==> src/hw/rtl/sbl_pkg.sv <==
`default_nettype none

package sbl_pkg;

   localparam int MODE_W       = 2;
   localparam int KEY_W        = 8;
   localparam int INDEX_W      = 4;
   localparam int STATUS_W     = 2;
   localparam int COUNT_W      = 5;
   localparam int DEF_CAPACITY = 16;

   typedef enum logic [MODE_W-1:0] {
      MODE_INSERT = 2'd0,
      MODE_DELETE = 2'd1,
      MODE_READ   = 2'd2,
      MODE_NOP    = 2'd3
   } mode_type;

   typedef enum logic [STATUS_W-1:0] {
      STATUS_OK      = 2'd0,
      STATUS_FULL    = 2'd1,
      STATUS_MISSING = 2'd2,
      STATUS_RANGE   = 2'd3
   } status_type;

   // broadcast to every cell of the chain
   typedef struct packed {
      logic             ins_en;
      logic             del_en;
      logic [KEY_W-1:0] key;
   } sbl_ctl_type;

endpackage

`default_nettype wire

==> src/hw/rtl/sbl_req_if.sv <==
`default_nettype none

interface sbl_req_if;
   import sbl_pkg::*;

   logic               valid;
   logic               ready;
   logic [MODE_W-1:0]  mode;
   logic [KEY_W-1:0]   key;
   logic [INDEX_W-1:0] index;

   modport source (output valid, output mode, output key, output index, input ready);
   modport sink   (input valid, input mode, input key, input index, output ready);
endinterface

`default_nettype wire

==> src/hw/rtl/sbl_rsp_if.sv <==
`default_nettype none

interface sbl_rsp_if;
   import sbl_pkg::*;

   logic                valid;
   logic                ready;
   logic [STATUS_W-1:0] status;
   logic [KEY_W-1:0]    value;
   logic [COUNT_W-1:0]  count;

   modport source (output valid, output status, output value, output count, input ready);
   modport sink   (input valid, input status, input value, input count, output ready);
endinterface

`default_nettype wire

==> src/hw/rtl/sbl_cell.sv <==
`default_nettype none

module sbl_cell (
   input  logic                     clock,
   input  sbl_pkg::sbl_ctl_type     ctl,
   input  logic                     valid,
   input  logic [sbl_pkg::KEY_W-1:0] left_key,
   input  logic                     left_less,
   input  logic [sbl_pkg::KEY_W-1:0] right_key,
   input  logic                     hit_in,
   output logic [sbl_pkg::KEY_W-1:0] key,
   output logic                     less,
   output logic                     hit_out
);
   import sbl_pkg::*;

   logic [KEY_W-1:0] key_ff;
   logic [KEY_W-1:0] key_in;

   assign less    = valid && (key_ff < ctl.key);
   // first match at or left of this cell: close the gap by pulling from the right
   assign hit_out = hit_in || (valid && (key_ff == ctl.key));
   assign key     = key_ff;

   always_comb begin
      key_in = key_ff;
      if (ctl.ins_en && !less) begin
         // left neighbor smaller (or chain head): this is the insert slot
         key_in = left_less ? ctl.key : left_key;
      end else if (ctl.del_en && hit_out) begin
         key_in = right_key;
      end
   end

   always_ff @(posedge clock) begin
      key_ff <= key_in;
   end

endmodule

`default_nettype wire

==> src/hw/rtl/sorted_byte_list_unit.sv <==
`default_nettype none

// Sorted byte list: keeps up to CAPACITY byte keys in ascending order.
// Request words (req_ch) carry mode, key and index: insert places the key ahead
// of the first stored key that is not smaller, delete removes the first equal
// key, read returns the key at index. Each request yields one response word
// (rsp_ch) with status, value and the entry count after the operation.
// The keys sit in a chain of cells; every cell compares its key against the
// request key in parallel and shifts one place left or right.
// The response is registered and valid the cycle after the request is taken.
// Throughput: one word per cycle; a request is taken whenever the response
// register is empty or being drained in the same cycle.
// When the receiver stalls, the response holds and req_ch.ready drops until
// it is taken. Reset empties the list and the response register at once;
// the stored key values themselves are not cleared and are never visible.
module sorted_byte_list_unit #(
   parameter int CAPACITY = sbl_pkg::DEF_CAPACITY
) (
   input  logic      clock,
   input  logic      reset,
   sbl_req_if.sink   req_ch,
   sbl_rsp_if.source rsp_ch
);
   import sbl_pkg::*;

   localparam int CNT_W = $clog2(CAPACITY + 1);

   logic [CNT_W-1:0]    count_ff;
   logic [CNT_W-1:0]    count_in;
   logic                rsp_valid_ff;
   logic                rsp_valid_in;
   logic [STATUS_W-1:0] status_ff;
   logic [STATUS_W-1:0] status_in;
   logic [KEY_W-1:0]    value_ff;
   logic [KEY_W-1:0]    value_in;
   logic [COUNT_W-1:0]  rsp_count_ff;
   logic [COUNT_W-1:0]  rsp_count_in;

   logic                accept;
   mode_type            mode;
   logic                full;
   logic                found;
   logic                in_range;
   sbl_ctl_type         ctl;
   logic [CNT_W+COUNT_W-1:0] count_ext;
   logic [CNT_W+INDEX_W-1:0] index_ext;
   logic [CNT_W+INDEX_W-1:0] count_cmp;

   logic [KEY_W-1:0]    cell_key  [CAPACITY];
   logic [CAPACITY-1:0] cell_less;
   logic [CAPACITY-1:0] cell_hit;
   logic [KEY_W-1:0]    read_key;

   assign accept       = req_ch.valid && req_ch.ready;
   assign req_ch.ready = !rsp_valid_ff || rsp_ch.ready;
   assign mode         = mode_type'(req_ch.mode);
   assign full         = count_ff >= CNT_W'(CAPACITY);
   assign found        = cell_hit[CAPACITY-1];

   assign ctl.key    = req_ch.key;
   assign ctl.ins_en = accept && (mode == MODE_INSERT) && !full;
   assign ctl.del_en = accept && (mode == MODE_DELETE) && found;

   genvar g;
   generate
      for (g = 0; g < CAPACITY; g++) begin : g_cell
         logic [KEY_W-1:0] left_key;
         logic             left_less;
         logic [KEY_W-1:0] right_key;
         logic             hit_in;

         if (g == 0) begin : g_head
            assign left_key  = '0;
            assign left_less = 1'b1;
            assign hit_in    = 1'b0;
         end else begin : g_body
            assign left_key  = cell_key[g-1];
            assign left_less = cell_less[g-1];
            assign hit_in    = cell_hit[g-1];
         end

         if (g == CAPACITY - 1) begin : g_tail
            assign right_key = '0;
         end else begin : g_inner
            assign right_key = cell_key[g+1];
         end

         sbl_cell u_cell (
            .clock     (clock),
            .ctl       (ctl),
            .valid     (count_ff > CNT_W'(g)),
            .left_key  (left_key),
            .left_less (left_less),
            .right_key (right_key),
            .hit_in    (hit_in),
            .key       (cell_key[g]),
            .less      (cell_less[g]),
            .hit_out   (cell_hit[g])
         );
      end
   endgenerate

   // read port: index below the count also implies index below CAPACITY
   assign index_ext = {{CNT_W{1'b0}}, req_ch.index};
   assign count_cmp = {{INDEX_W{1'b0}}, count_ff};
   assign in_range  = index_ext < count_cmp;

   always_comb begin
      read_key = '0;
      for (int i = 0; i < CAPACITY; i++) begin
         if (index_ext == (CNT_W+INDEX_W)'(i)) begin
            read_key = read_key | cell_key[i];
         end
      end
   end

   always_comb begin
      count_in  = count_ff;
      status_in = STATUS_OK;
      value_in  = '0;
      case (mode)
         MODE_INSERT: begin
            if (full) begin
               status_in = STATUS_FULL;
            end else begin
               count_in = count_ff + CNT_W'(1);
            end
         end
         MODE_DELETE: begin
            if (found) begin
               count_in = count_ff - CNT_W'(1);
            end else begin
               status_in = STATUS_MISSING;
            end
         end
         MODE_READ: begin
            if (in_range) begin
               value_in = read_key;
            end else begin
               status_in = STATUS_RANGE;
            end
         end
         default: begin
         end
      endcase
   end

   assign count_ext    = {{COUNT_W{1'b0}}, count_in};
   assign rsp_count_in = count_ext[COUNT_W-1:0];
   assign rsp_valid_in = accept || (rsp_valid_ff && !rsp_ch.ready);

   always_ff @(posedge clock) begin
      if (reset) begin
         count_ff     <= '0;
         rsp_valid_ff <= 1'b0;
      end else begin
         rsp_valid_ff <= rsp_valid_in;
         if (accept) begin
            count_ff <= count_in;
         end
      end
   end

   always_ff @(posedge clock) begin
      if (accept) begin
         status_ff    <= status_in;
         value_ff     <= value_in;
         rsp_count_ff <= rsp_count_in;
      end
   end

   assign rsp_ch.valid  = rsp_valid_ff;
   assign rsp_ch.status = status_ff;
   assign rsp_ch.value  = value_ff;
   assign rsp_ch.count  = rsp_count_ff;

`ifndef SYNTH
   a_count_bound: assert property (@(posedge clock) disable iff (reset)
      count_ff <= CNT_W'(CAPACITY))
      else $error("entry count above capacity");

   a_insert_grows: assert property (@(posedge clock) disable iff (reset)
      accept && (mode == MODE_INSERT) && !full |=> count_ff == $past(count_ff) + CNT_W'(1))
      else $error("insert did not add an entry");

   a_empty_delete: assert property (@(posedge clock) disable iff (reset)
      accept && (mode == MODE_DELETE) && (count_ff == '0)
      |=> rsp_ch.valid && (rsp_ch.status == STATUS_MISSING))
      else $error("delete on empty list not reported");

   a_stall_blocks: assert property (@(posedge clock) disable iff (reset)
      rsp_valid_ff && !rsp_ch.ready |-> !req_ch.ready)
      else $error("request taken while response stalled");
`endif

endmodule

`default_nettype wire
==> src/flat_wrapper.sv <==
// flat-port wrapper written by rule: the top's interface ports become plain ports
module sorted_byte_list_unit_flat import sbl_pkg::*;
#(
   parameter int CAPACITY = sbl_pkg::DEF_CAPACITY
)
  (clock, reset, req_ch_valid, req_ch_mode, req_ch_key, req_ch_index, req_ch_ready, rsp_ch_valid, rsp_ch_status, rsp_ch_value, rsp_ch_count, rsp_ch_ready);
  sbl_req_if req_ch_i ();
  sbl_rsp_if rsp_ch_i ();
  input  logic clock;
  input  logic reset;
  input wire logic [$bits(req_ch_i.valid)-1:0] req_ch_valid;
  input wire logic [$bits(req_ch_i.mode)-1:0] req_ch_mode;
  input wire logic [$bits(req_ch_i.key)-1:0] req_ch_key;
  input wire logic [$bits(req_ch_i.index)-1:0] req_ch_index;
  output wire logic [$bits(req_ch_i.ready)-1:0] req_ch_ready;
  output wire logic [$bits(rsp_ch_i.valid)-1:0] rsp_ch_valid;
  output wire logic [$bits(rsp_ch_i.status)-1:0] rsp_ch_status;
  output wire logic [$bits(rsp_ch_i.value)-1:0] rsp_ch_value;
  output wire logic [$bits(rsp_ch_i.count)-1:0] rsp_ch_count;
  input wire logic [$bits(rsp_ch_i.ready)-1:0] rsp_ch_ready;
  assign req_ch_i.valid = req_ch_valid;
  assign req_ch_i.mode = req_ch_mode;
  assign req_ch_i.key = req_ch_key;
  assign req_ch_i.index = req_ch_index;
  assign req_ch_ready = req_ch_i.ready;
  assign rsp_ch_valid = rsp_ch_i.valid;
  assign rsp_ch_status = rsp_ch_i.status;
  assign rsp_ch_value = rsp_ch_i.value;
  assign rsp_ch_count = rsp_ch_i.count;
  assign rsp_ch_i.ready = rsp_ch_ready;
  sorted_byte_list_unit #(.CAPACITY(CAPACITY)) u_core (.clock(clock), .reset(reset), .req_ch(req_ch_i), .rsp_ch(rsp_ch_i));
endmodule
==> config.mk <==
export PLATFORM = sky130hd
export DESIGN_NAME = sorted_byte_list_unit_flat
export DESIGN_NICKNAME = d
export VERILOG_FILES = /design/src/hw/rtl/sbl_pkg.sv /design/src/hw/rtl/sbl_req_if.sv /design/src/hw/rtl/sbl_rsp_if.sv /design/src/hw/rtl/sbl_cell.sv /design/src/hw/rtl/sorted_byte_list_unit.sv /design/src/flat_wrapper.sv
export SDC_FILE = /design/constraint.sdc
export NUM_CORES = 1
export LEC_CHECK = 0
export ABC_AREA = 0
export BUFFER_PORTS_ARGS = -buffer_cell sky130_fd_sc_hd__buf_2
export CORE_ASPECT_RATIO = 0.8
export CORE_MARGIN = 2
export CORE_UTILIZATION = 25
export DETAILED_ROUTE_END_ITERATION = 12
export PLACE_DENSITY = 0.44
export SLEW_MARGIN = 40
export SYNTH_ARGS = -nofsm -noshare
export SYNTH_HDL_FRONTEND = slang
export SYNTH_SLANG_ARGS = --single-unit
export TNS_END_PERCENT = 5
==> constraint.sdc <==
create_clock -name clock -period 3.9 [get_ports clock]
set_input_delay 0.195 -clock clock [delete_from_list [all_inputs] [get_ports clock]]
set_output_delay 0.195 -clock clock [all_outputs]
set_load 0.01 [all_outputs]
==> impl_metrics.csv <==
group,metric,value,unit
die,die_y,198.4,um
die,start_util,0.2523,
route,drt_iter0_drc,1173,
status,outcome,"complete, no violations",
route,drt_pass1_iterations,7,
sta,fin_crit_sh,0.9480,
sta,fin_crit,3.697,ns
worst_setup_path,required,4.26,ns
synthesis,synth_cell_types,61,
clock_network,htree_levels,4,
power,p_sw_frac,0.3000,
synthesis,ys_async_sr_fraction,0,
place,routabilityCongestion,0.9260,
final_layout,nFillCells,4875,
grt,grt_pass1_vias,10110,
sta,slew_violations,0,
power,seqPwrFrac,0.431,
route,avgRoutedWirePerCell,25.75,um
clock_network,clk_latency,0.48,ns
die,core-area,46820,um2
power,power.leakage,5.770,nW
power,pwr-share-clk,0.403,
synthesis,synth.ff_latch_count,149,
synthesis,syn_nets,1353,
power,comb_power_share,0.166,
route,ant_nets,0,
clock_network,clk_path_buf_depth,2,
route,vias,10630,
place,portBuffers,34,
power,power_switching,1.312,mW
synthesis,synth_enable_flop_cells,143,
route,drc,0,
power,power_density,309.6,nW/um2
worst_setup_path,crit_path_end_kind,"register",
sta,max_freq,270.5,MHz
die,dieArea,49020,um2
final_layout,antenna-diode-count,0,
route,vias_per_cell,5.444,
clock_network,tritoncts,"yes",
final_layout,drive_gt1_frac,0.1682,
clock_network,cts_setup_buffers,0,
clock_network,cts_buffers,17,
sta,rsz0062_at_grt,"no",
sta,fin_skew,0.02148,ns
hold_path,hold_class,"in2reg",
final_layout,area_growth,19.56,%
clock_network,cts_sinks,149,
worst_setup_path,crit_type,"reg2reg",
clock_network,clk_pin_slew,0.07,ns
grt,grt_pass1_wl,72070,um
synthesis,syn_inst,1199,
sta,worst_pin_slew,0.9501,ns
run,drv_cap,0,
synthesis,synth.yosys.warnings,0,
synthesis,synth_seq_area_share,0.3736,
power,peakVddDrop,0.0002197,V
sta,slew_headroom,0.3652,
synthesis,synthFlopType,"edfxtp_1",
sta,setup_viol,0,
final_layout,final_nets,1473,
die,ioPinCount,35,
worst_setup_path,crit_arrival,4.06,ns
grt,grt_overflow,0,
grt,antenna_found_initial,1,
synthesis,syn_area,11810,um2
route,routed_wl,50270,um
die,die-width,247.0,um
sta,hold_violations,0,
synthesis,avgSynthCellArea,9.853,um2
die,rows,71,
worst_setup_path,critPathLaunchType,"register",
place,post-dp-hpwl,38220,um
worst_setup_path,cp_max_fo,12,
grt,grtUsageTotal,0.2066,
power,intPower,3.061,mW
grt,grt_max_degree,27,
sta,totalNegativeSetupSlack,0,ns
clock_network,cts_root_buf,"clkbuf_16",
final_layout,utilization,0.3017,
## layout make-up
type	instances	area (um2)	area share
Clock buffer	17	425.4	0.03012
Clock inverter	15	178.9	0.01267
Inverter	45	168.9	0.01196
Multi-Input combinational cell	956	7096	0.5023
Sequential cell	149	4414	0.3125
Tap cell	620	775.7	0.05492
Timing Repair Buffer	150	1066	0.07547
## registers in the layout, indices dropped and copies added, names as in the netlist
signal / cells
u_core.count_ff: 5
u_core.g_cell.u_cell.key: 128
u_core.rsp_ch.count: 5
u_core.rsp_ch.status: 2
u_core.rsp_ch.valid: 1
u_core.rsp_ch.value: 8
## critical path: stages, from the launching register on
cell and delay [ns]:
dfxtp_1 0.59, ha_1 0.21, o21bai_1 0.31, a211oi_1 0.29, nor4_4 0.53, nand4_4 0.16
buf_4 0.18, or4_1 0.69, o211ai_1 0.27, mux2_1 0.34
## power by group through the flow
stage	logic [mW]	clock network [mW]	registers [mW]
floorplan	0.407	0	1.88
global placement	0.699	0	1.92
detailed placement	0.706	0	1.91
CTS	0.712	1.80	1.88
global route	0.791	1.85	1.88
finish	0.727	1.76	1.88
## placed cells by master, fill, tap and decap left out, types with 14 or more instances in the layout
cell type	netlist	layout
edfxtp_1	143	143
ha_1	136	136
o21ai_0	133	126
mux2i_1	122	122
buf_4	0	112
nand2_1	98	98
a21oi_1	85	84
nor2_1	69	68
inv_1	43	43
buf_2	4	35
nand4_1	33	33
nor2b_1	24	24
mux2_2	24	24
a21o_1	24	24
o21a_1	21	21
clkbuf_16	0	17
o22ai_1	16	16
o21ai_1	8	14
a22oi_1	14	14
## worst paths after layout
path	startpoint	to	slack, ns	cells after the start
worst max-delay path	u_core.count_ff[0]$_SDFFE_PP0P_	u_core.count_ff[0]$_SDFFE_PP0P_	0.20	9
worst min-delay path	rsp_ch_ready	u_core.rsp_ch.valid$_SDFF_PP0_	0.05	3
worst max register to register	u_core.count_ff[0]$_SDFFE_PP0P_	u_core.count_ff[0]$_SDFFE_PP0P_	0.20	9
worst min register to register	u_core.rsp_ch.valid$_SDFF_PP0_	u_core.rsp_ch.valid$_SDFF_PP0_	0.54	2
## cells by family (layout without fill, tap and decap cells)
| logic type | after synthesis | count (layout) | share of synthesized area |
|---|---|---|---|
| AO/OA/AOI/OAI | 384 | 384 | 0.2009 |
| AND/OR/NAND/NOR | 286 | 286 | 0.1217 |
| buffers and inverters | 94 | 227 | 0.03029 |
| XOR/XNOR | 3 | 3 | 0.002225 |
| flip-flops | 149 | 149 | 0.3737 |
| adder cells (fa/ha/maj) | 136 | 136 | 0.1440 |
| multiplexers | 147 | 147 | 0.1272 |
## routing by layer
layer | track usage | wire length (um) | vias to the layer above
met4 | 0.06515 | 1052 | 2
li1 | - | - | 4873
met5 | 0 | 13 | -
met2 | 0.2882 | 20230 | 446
met1 | 0.3185 | 25390 | 5251
met3 | 0.03319 | 3581 | 54
## Yosys cell counts, types with 9 or more instances
master	number	area, um2
nor2_1	69	259.0
mux2_2	24	270.3
inv_1	43	161.4
a22oi_1	14	105.1
clkbuf_1	39	146.4
o21a_1	21	157.7
a31oi_1	9	56.30
a211oi_1	9	67.56
nand4_1	33	206.5
a221o_1	11	110.1
a21o_1	24	180.2
a21oi_1	85	425.4
edfxtp_1	143	4294
nand2_1	98	367.9
o21bai_1	10	75.07
nor2b_1	24	150.1
ha_1	136	1702
nor3_1	11	55.05
o21ai_0	133	665.6
mux2i_1	122	1221
o22ai_1	16	100.1
nand3_1	10	50.05
## repair_timing
| action | in CTS | in global routing |
|---|---|---|
| hold buffers | 1 | 0 |
| gates resized for setup | 0 | 0 |
| hold endpoints to repair | 1 | 0 |
| setup endpoints to repair | 0 | 1 |
## per-stage QoR
step	power, mW	cells	area (um2)	setup slack, ns	hold WS, ns
floorplan	2.291	1199	11810	0.4049	0.3245
global placement	2.615	1918	13470	0.1389	0.4439
detailed placement	2.621	1918	13490	0.2436	0.4630
CTS	4.391	1951	14100	0.2214	0.02181
global route	4.523	1952	14120	0.004065	0.05481
finish	4.372	1952	14120	0.2027	0.04867
Note: power is estimated with default switching activity, not from simulation.
